`src/hdl/cfpa_pkg.sv`:
```
`default_nettype none

package cfpa_pkg;

    localparam int FRAC_BITS = 16;
    localparam int WORD_BITS = 32;

    localparam int W  = WORD_BITS;
    localparam int F  = FRAC_BITS;
    localparam int PW = 2 * W;
    localparam int SW = 2 * W + 2;
    localparam int DW = 3 * W + F + 2;
    localparam int TW = 2 * W + 2;
    localparam int PB = $clog2(W);

    typedef enum logic [2:0] {
        ACT_ADD = 3'd0,
        ACT_SUB = 3'd1,
        ACT_MUL = 3'd2,
        ACT_DIV = 3'd3,
        ACT_MIN = 3'd4,
        ACT_MAG = 3'd5
    } action_t;

    typedef struct packed {
        logic                valid;
        logic [2:0]          act;
        logic [W-1:0]        d_re;
        logic [W-1:0]        d_im;
        logic                d_dz;
        logic                d_ovf;
        logic                neg_re;
        logic                neg_im;
        logic                over_re;
        logic                over_im;
        logic [DW-1:0]       den;
        logic [DW-1:0]       rem_re;
        logic [DW-1:0]       rem_im;
        logic [W-1:0]        q_re;
        logic [W-1:0]        q_im;
        logic [TW-1:0]       srem;
        logic [W-1:0]        root;
    } pipe_t;

    function automatic logic signed [SW-1:0] sat_max();
        sat_max = {{(SW-W+1){1'b0}}, {(W-1){1'b1}}};
    endfunction

    // saturate to the word range; msb of the result is the overflow flag
    function automatic logic [W:0] sat_fn(input logic signed [SW-1:0] v);
        logic signed [SW-1:0] mx;
        logic signed [SW-1:0] mn;
        mx = sat_max();
        mn = ~mx;
        if (v > mx)
            sat_fn = {1'b1, mx[W-1:0]};
        else if (v < mn)
            sat_fn = {1'b1, mn[W-1:0]};
        else
            sat_fn = {1'b0, v[W-1:0]};
    endfunction

endpackage

`default_nettype wire

```
`src/hdl/cfpa_cell.sv`:
```
`default_nettype none

module cfpa_cell
    import cfpa_pkg::*;
(
    input  wire logic          clk,
    input  wire logic          rst_n,
    input  wire logic          adv,
    input  wire logic [PB-1:0] pos,
    input  wire pipe_t         din,
    output pipe_t              dout
);

    pipe_t dout_reg;
    pipe_t dout_next;

    always_comb
    begin
        logic [DW-1:0] sub;
        logic [TW-1:0] trial;
        int            sh;
        sh        = int'(pos);
        dout_next = din;
        sub       = din.den << sh;
        if (din.rem_re >= sub)
        begin
            dout_next.rem_re = din.rem_re - sub;
            dout_next.q_re   = din.q_re | (W'(1) << sh);
        end
        if (din.rem_im >= sub)
        begin
            dout_next.rem_im = din.rem_im - sub;
            dout_next.q_im   = din.q_im | (W'(1) << sh);
        end
        trial = (TW'(din.root) << (sh + 1)) | (TW'(1) << (2 * sh));
        if (din.srem >= trial)
        begin
            dout_next.srem = din.srem - trial;
            dout_next.root = din.root | (W'(1) << sh);
        end
    end

    always_ff @(posedge clk or negedge rst_n)
    begin
        if (!rst_n)
        begin
            dout_reg.valid <= 1'b0;
        end
        else if (adv)
        begin
            dout_reg <= dout_next;
        end
    end

    assign dout = dout_reg;

endmodule

`default_nettype wire

```
`config.mk`:
```
export PLATFORM = sky130hd
export DESIGN_NAME = cfpa_cell
export DESIGN_NICKNAME = d
export VERILOG_FILES = /design/src/hdl/cfpa_pkg.sv /design/src/hdl/cfpa_cell.sv
export SDC_FILE = /design/constraint.sdc
export NUM_CORES = 2
export LEC_CHECK = 0
export BUFFER_PORTS_ARGS = -buffer_cell sky130_fd_sc_hd__buf_2
export CAP_MARGIN = 20
export CORE_AREA = 2 2 453 455
export CTS_CLUSTER_DIAMETER = 120
export DETAILED_ROUTE_END_ITERATION = 8
export DIE_AREA = 0 0 455 457
export GPL_ROUTABILITY_DRIVEN = 0
export GPL_TIMING_DRIVEN = 0
export SLEW_MARGIN = 20
export SYNTH_ARGS = -nofsm -noshare
export SYNTH_HDL_FRONTEND = slang
export SYNTH_SLANG_ARGS = --single-unit
export TNS_END_PERCENT = 50
```
`constraint.sdc`:
```
create_clock -name clk -period 1.1 [get_ports clk]
set_clock_uncertainty 0.15 [all_clocks]
set_input_delay 0 -clock clk [delete_from_list [all_inputs] [get_ports clk]]
set_output_delay 0 -clock clk [all_outputs]
set_load 0.02 [all_outputs]
```
# ---- Word level (Yosys, flattened, before mapping)
# Cells that the tools add are included.
# Widths: inputs -> output; s select.
dict set report totals {
  regBits 578
  wordCells 38
  out_inout_bits 578
  in_bits 586
}
dict set report op_classes {
  mux 5
  bitwise 4
  reduce_logical 1
  n_lt_le_gt_ge 3
  shifts 4
  n_addsub 4
}
# cell count
set op_table {}
lappend op_table {{$ge 114x114->1} 2}
lappend op_table {{$mux 114} 2}
lappend op_table {{$sub 114x114->114} 2}
lappend op_table {{$shl 114x5->114} 1}
lappend op_table {{$mux 98} 1}
lappend op_table {{$or 32x32->32} 3}
lappend op_table {{$ge 66x66->1} 1}
lappend op_table {{$or 66x66->66} 1}
lappend op_table {{$shl 1x6->66 const A} 1}
lappend op_table {{$shl 32x6->66} 1}
lappend op_table {{$sub 66x66->66} 1}
lappend op_table {{$mux 32} 2}
lappend op_table {{$shl 1x5->32 const A} 1}
lappend op_table {{$add 5x1->6 const B} 1}
lappend op_table {{$reduce_and 2->1} 1}

# ---- Logic depth before layout (Yosys ltp)
dict set report logic_depth {
  word_depth 5
  depth_mapped 33
  ltp_nobuf 26
}

# ---- Worst setup path before layout
# Ideal clock, no wire load.
dict set report synth_path {
  path_type {input-to-reg}
  start {in adv}
  end {reg dout_reg (netlist bit dout[0]), enable pin}
  cell_stages 1
  setup_ps 1015
  n_path_buf 0
  required_ps -65
  arrival_ps 12940
  slack_ps -13005
  cell_sequence {and2_1}
}
dict set report synth_between {
  elab_chain_len 1
}
# element line
set synth_rtl {}
lappend synth_rtl {{start, declared} cfpa_cell.sv:8} ;# input wire logic adv,
lappend synth_rtl {{$reduce_and 2->1 (no source line)} n/a}
lappend synth_rtl {{end signal, assigned} cfpa_cell.sv:51} ;# dout_reg <= dout_next;
lappend synth_rtl {{end, declared} cfpa_cell.sv:14} ;# pipe_t dout_reg;
# Every way passes these cells.
# A chain may end at the register's enable or synchronous reset.

==> run metrics <==
run status complete, but fails checks; violations in the final reports design-rule violations, negative hold slack, negative setup slack; critical path start-end classification input port to flop; setup repair after global routing missed its margin true; post-detail-place hpwl 248000 um; max reg flops 578; number of nets in the finished design 8593; reg2reg path depth 1; gr usage total 28.3%; crit path launch type input port; antenna-violating nets left 0; number of failing hold endpoints at the final stage 7; growth of design area from synthesis to finish 60.9%; number of distinct standard cells referenced by the synthesized netlist 84; netlist area before placement 47800 um^2; # port buffers 1163; clock net sink count 578; Critical path destination dout[389]$_DFFE_PP_; wire length per cell after detailed routing 29.7 um; Mean Syn Cell Area 8.85 um^2; Yosys warnings 0; met1 global-route usage 32.2%; total DRC errors in the routed layout 11; Filler cells 20.0k; clock buffer count from CTS 76; die height 457 um; horizontal extent of the die 455 um; crit share post-route 494%; highest attainable clock frequency 0.184 GHz; number of antenna violations at the first check in global routing 122; beginning of the worst register-to-register path dout[577]$_DFFE_PN0P_; area of the placeable core 203000 um^2; final critical-path required period 5440 ps; clock tree root buffer cell sky130_fd_sc_hd__clkbuf_16; IR drop worst, VDD 1200 uV; Reg-to-Reg End dout[577]$_DFFE_PN0P_; met3 GRT Util 8.35%; path type of the worst min-delay path input port to flop; detailed-router iteration count before antenna repair 9; total instance count after detailed placement 9281; fraction of met2 tracks used by global routing 45.1%; Final Max Tran Viols 0; number of standard-cell rows in the floorplan 166; flops & latches, synth 578; die area 208000 um^2; clock tree from TritonCTS built; most used routing layer in global routing met2; smallest hold slack -111 ps; Synthesized Nets 6294; post-route core utilization 37.8%; count of hold-fix buffers inserted at cts 844; number of global-route vias before repair 54.7k; pin count of the biggest net entering global routing 63; transition time at the pin with the least slew margin 1300 ps; endpoint class of the critical path flop; power per cell area 1440 nW/um^2; Maximum Capacitance Violations 0; CTS max path bufs 3; final routed wirelength across all metal layers 312000 um; Finished Layout Cells 10.5k; fraction of final layout cells sized beyond drive strength 1 33.7%; Setup violations, final 1517; total via count after detailed routing 57.4k; sequential share of the synthesized area 36.3%; total power 111 mW; launch point of the critical path pos[0]; first-pass GRT wire length 415000 um; required time at the worst-slack endpoint 1380 ps; number of enable flip-flop cells after synthesis 577; DR vias/cell 5.46; post-synthesis instance total 5405; minimum setup slack among reg-to-reg paths 170 ps; setup TNS after final layout -2235380 ps; insertion delay to the later sink of the worst-skew pair 730 ps; max_slew headroom 13.3%; leakage power figure 31.0 nW; top flip-flop cell by instance count after synthesis sky130_fd_sc_hd__edfxtp_1; initial core utilization 23.5%; minimum setup slack in the final design -4340 ps; worst path arrival time 5720 ps; peak fanout along the critical path 6; clock-pin slew of the registers on the worst-case setup and hold paths 60 ps; total overflow reported by the global router 0; async set-or-reset flop fraction in the synthesized netlist 0.173%; H-tree depth reported by CTS 3; Initial DRC Count 8040; Top-Level Pins 1164
## power breakdown
group	switching (mW)	leakage [nW]	total, mW	internal [mW]
Combinational	34.5	24.3	56.2	21.7
Clock	11.1	1.23	26.4	15.3
Sequential	0.722	5.47	28.2	27.5
Total	46.3	31.0	111	64.6
## placed cells by master (no fill, tap or decap), drive strengths merged, types with 21 or more instances in the layout
cell / instances
mux4: 115
xnor2: 169
o31ai: 28
mux2: 61
inv: 118
o21bai: 90
edfxtp: 577
nand2: 651
a31oi: 50
nor3: 59
mux2i: 102
a21oi: 709
diode: 60
clkbuf: 273
nor2b: 42
clkinv: 27
buf: 1526
o21ai: 371
a21o: 198
nand2b: 31
a21boi: 22
a211oi: 34
nand3: 61
a31o: 27
a221oi: 24
xor2: 111
nor4: 29
ha: 300
and3: 21
dlygate4sd3: 844
nand4: 130
nor2: 709
o21a: 41
## worst min-delay path by stage
stage,startpoint,to,slack [ps],depth (start not counted)
2_1_floorplan,rst_n,dout[577]$_DFFE_PN0P_,-450,0
3_3_place_gp,rst_n,dout[577]$_DFFE_PN0P_,-370,1
3_5_place_dp,rst_n,dout[577]$_DFFE_PN0P_,-360,1
4_1_cts,din[279],dout[279]$_DFFE_PP_,-70,3
5_1_grt,din[292],dout[292]$_DFFE_PP_,-150,4
6_report,din[201],dout[201]$_DFFE_PP_,-110,4
## area by class of cell
| class | count | area, um^2 | area share [%] |
|---|---|---|---|
| Multi-Input combinational cell | 4378 | 33600 | 43.7 |
| Sequential cell | 578 | 17400 | 22.5 |
| Timing Repair Buffer | 2283 | 17200 | 22.4 |
| Tap cell | 2688 | 3360 | 4.37 |
| Buffer | 273 | 2250 | 2.92 |
| Clock buffer | 89 | 1970 | 2.56 |
| Clock inverter | 48 | 591 | 0.767 |
| Inverter | 114 | 448 | 0.582 |
| Antenna cell | 60 | 150 | 0.195 |
## critical path: stages
cell,delay (ps)
sky130_fd_sc_hd__buf_12,90
sky130_fd_sc_hd__buf_12,130
sky130_fd_sc_hd__clkbuf_16,190
sky130_fd_sc_hd__buf_16,140
sky130_fd_sc_hd__mux4_2,520
sky130_fd_sc_hd__mux2i_2,220
sky130_fd_sc_hd__nand2_1,110
sky130_fd_sc_hd__o21ai_2,100
sky130_fd_sc_hd__nor2_2,70
sky130_fd_sc_hd__nor2_4,130
sky130_fd_sc_hd__buf_12,130
sky130_fd_sc_hd__ha_4,160
sky130_fd_sc_hd__nand4_1,180
sky130_fd_sc_hd__nor4_4,300
sky130_fd_sc_hd__nand4_1,150
sky130_fd_sc_hd__buf_6,180
sky130_fd_sc_hd__a2111oi_4,480
sky130_fd_sc_hd__a211oi_4,140
sky130_fd_sc_hd__buf_4,180
sky130_fd_sc_hd__a21boi_4,190
sky130_fd_sc_hd__a31oi_4,160
sky130_fd_sc_hd__a31o_4,310
sky130_fd_sc_hd__o31ai_4,300
sky130_fd_sc_hd__a221oi_4,130
sky130_fd_sc_hd__or3_1,340
sky130_fd_sc_hd__o41ai_2,330
sky130_fd_sc_hd__xnor2_1,180
sky130_fd_sc_hd__a21oi_2,120
## cells in the mapped netlist (all sizes together), types with 59 or more instances
cell / instances / area, um^2
nand4: 130 / 820
o21ai: 371 / 1860
inv: 112 / 420
o21bai: 90 / 676
a21o: 198 / 1490
mux2i: 102 / 1020
nand2: 651 / 2440
nor3: 59 / 295
a21oi: 709 / 3550
clkbuf: 257 / 965
buf: 78 / 332
nand3: 61 / 305
edfxtp: 577 / 17300
mux4: 115 / 2590
xor2: 111 / 972
nor2: 709 / 2660
xnor2: 169 / 1480
mux2: 61 / 687
ha: 300 / 3750
## routing by layer
metal	up-vias	part of all wire (%)
met2	4264	44
met5	-	0.043
met3	1117	11
met4	20	9.1
li1	24741	-
met1	27286	36
## kinds of logic (layout without fill, tap and decap cells)
group                      count (synthesis)  count (layout)  synth area share (%)
buffers and inverters                    449            2807                  3.61
muxes                                    278             278                  8.99
AOI/OAI and AO/OA                       1720            1720                  21.9
and+or+nand+nor                         1797            1797                  16.2
adders and majority gates                303             303                  7.98
other                                      0              60                     0
DFF                                      578             578                  36.3
xor gates and xnor gates                 280             280                  5.13
## what timing repair did
action / CTS / global route
buffers inserted: 125 / 115
hold endpoints to repair: 657 / 8
resized for setup: 866 / 580
gates cloned: 9 / 3
endpoints found under the setup margin: 1236 / 1517
pin swaps: 119 / 179
## through the flow
step,worst slack (ps),area [um^2]
floorplan,-4110,48100
global placement,-11060,57300
detailed placement,-9130,57900
CTS,-4250,73600
global route,-4380,76900
finish,-4340,77000
(Power assumes the default switching activity.)
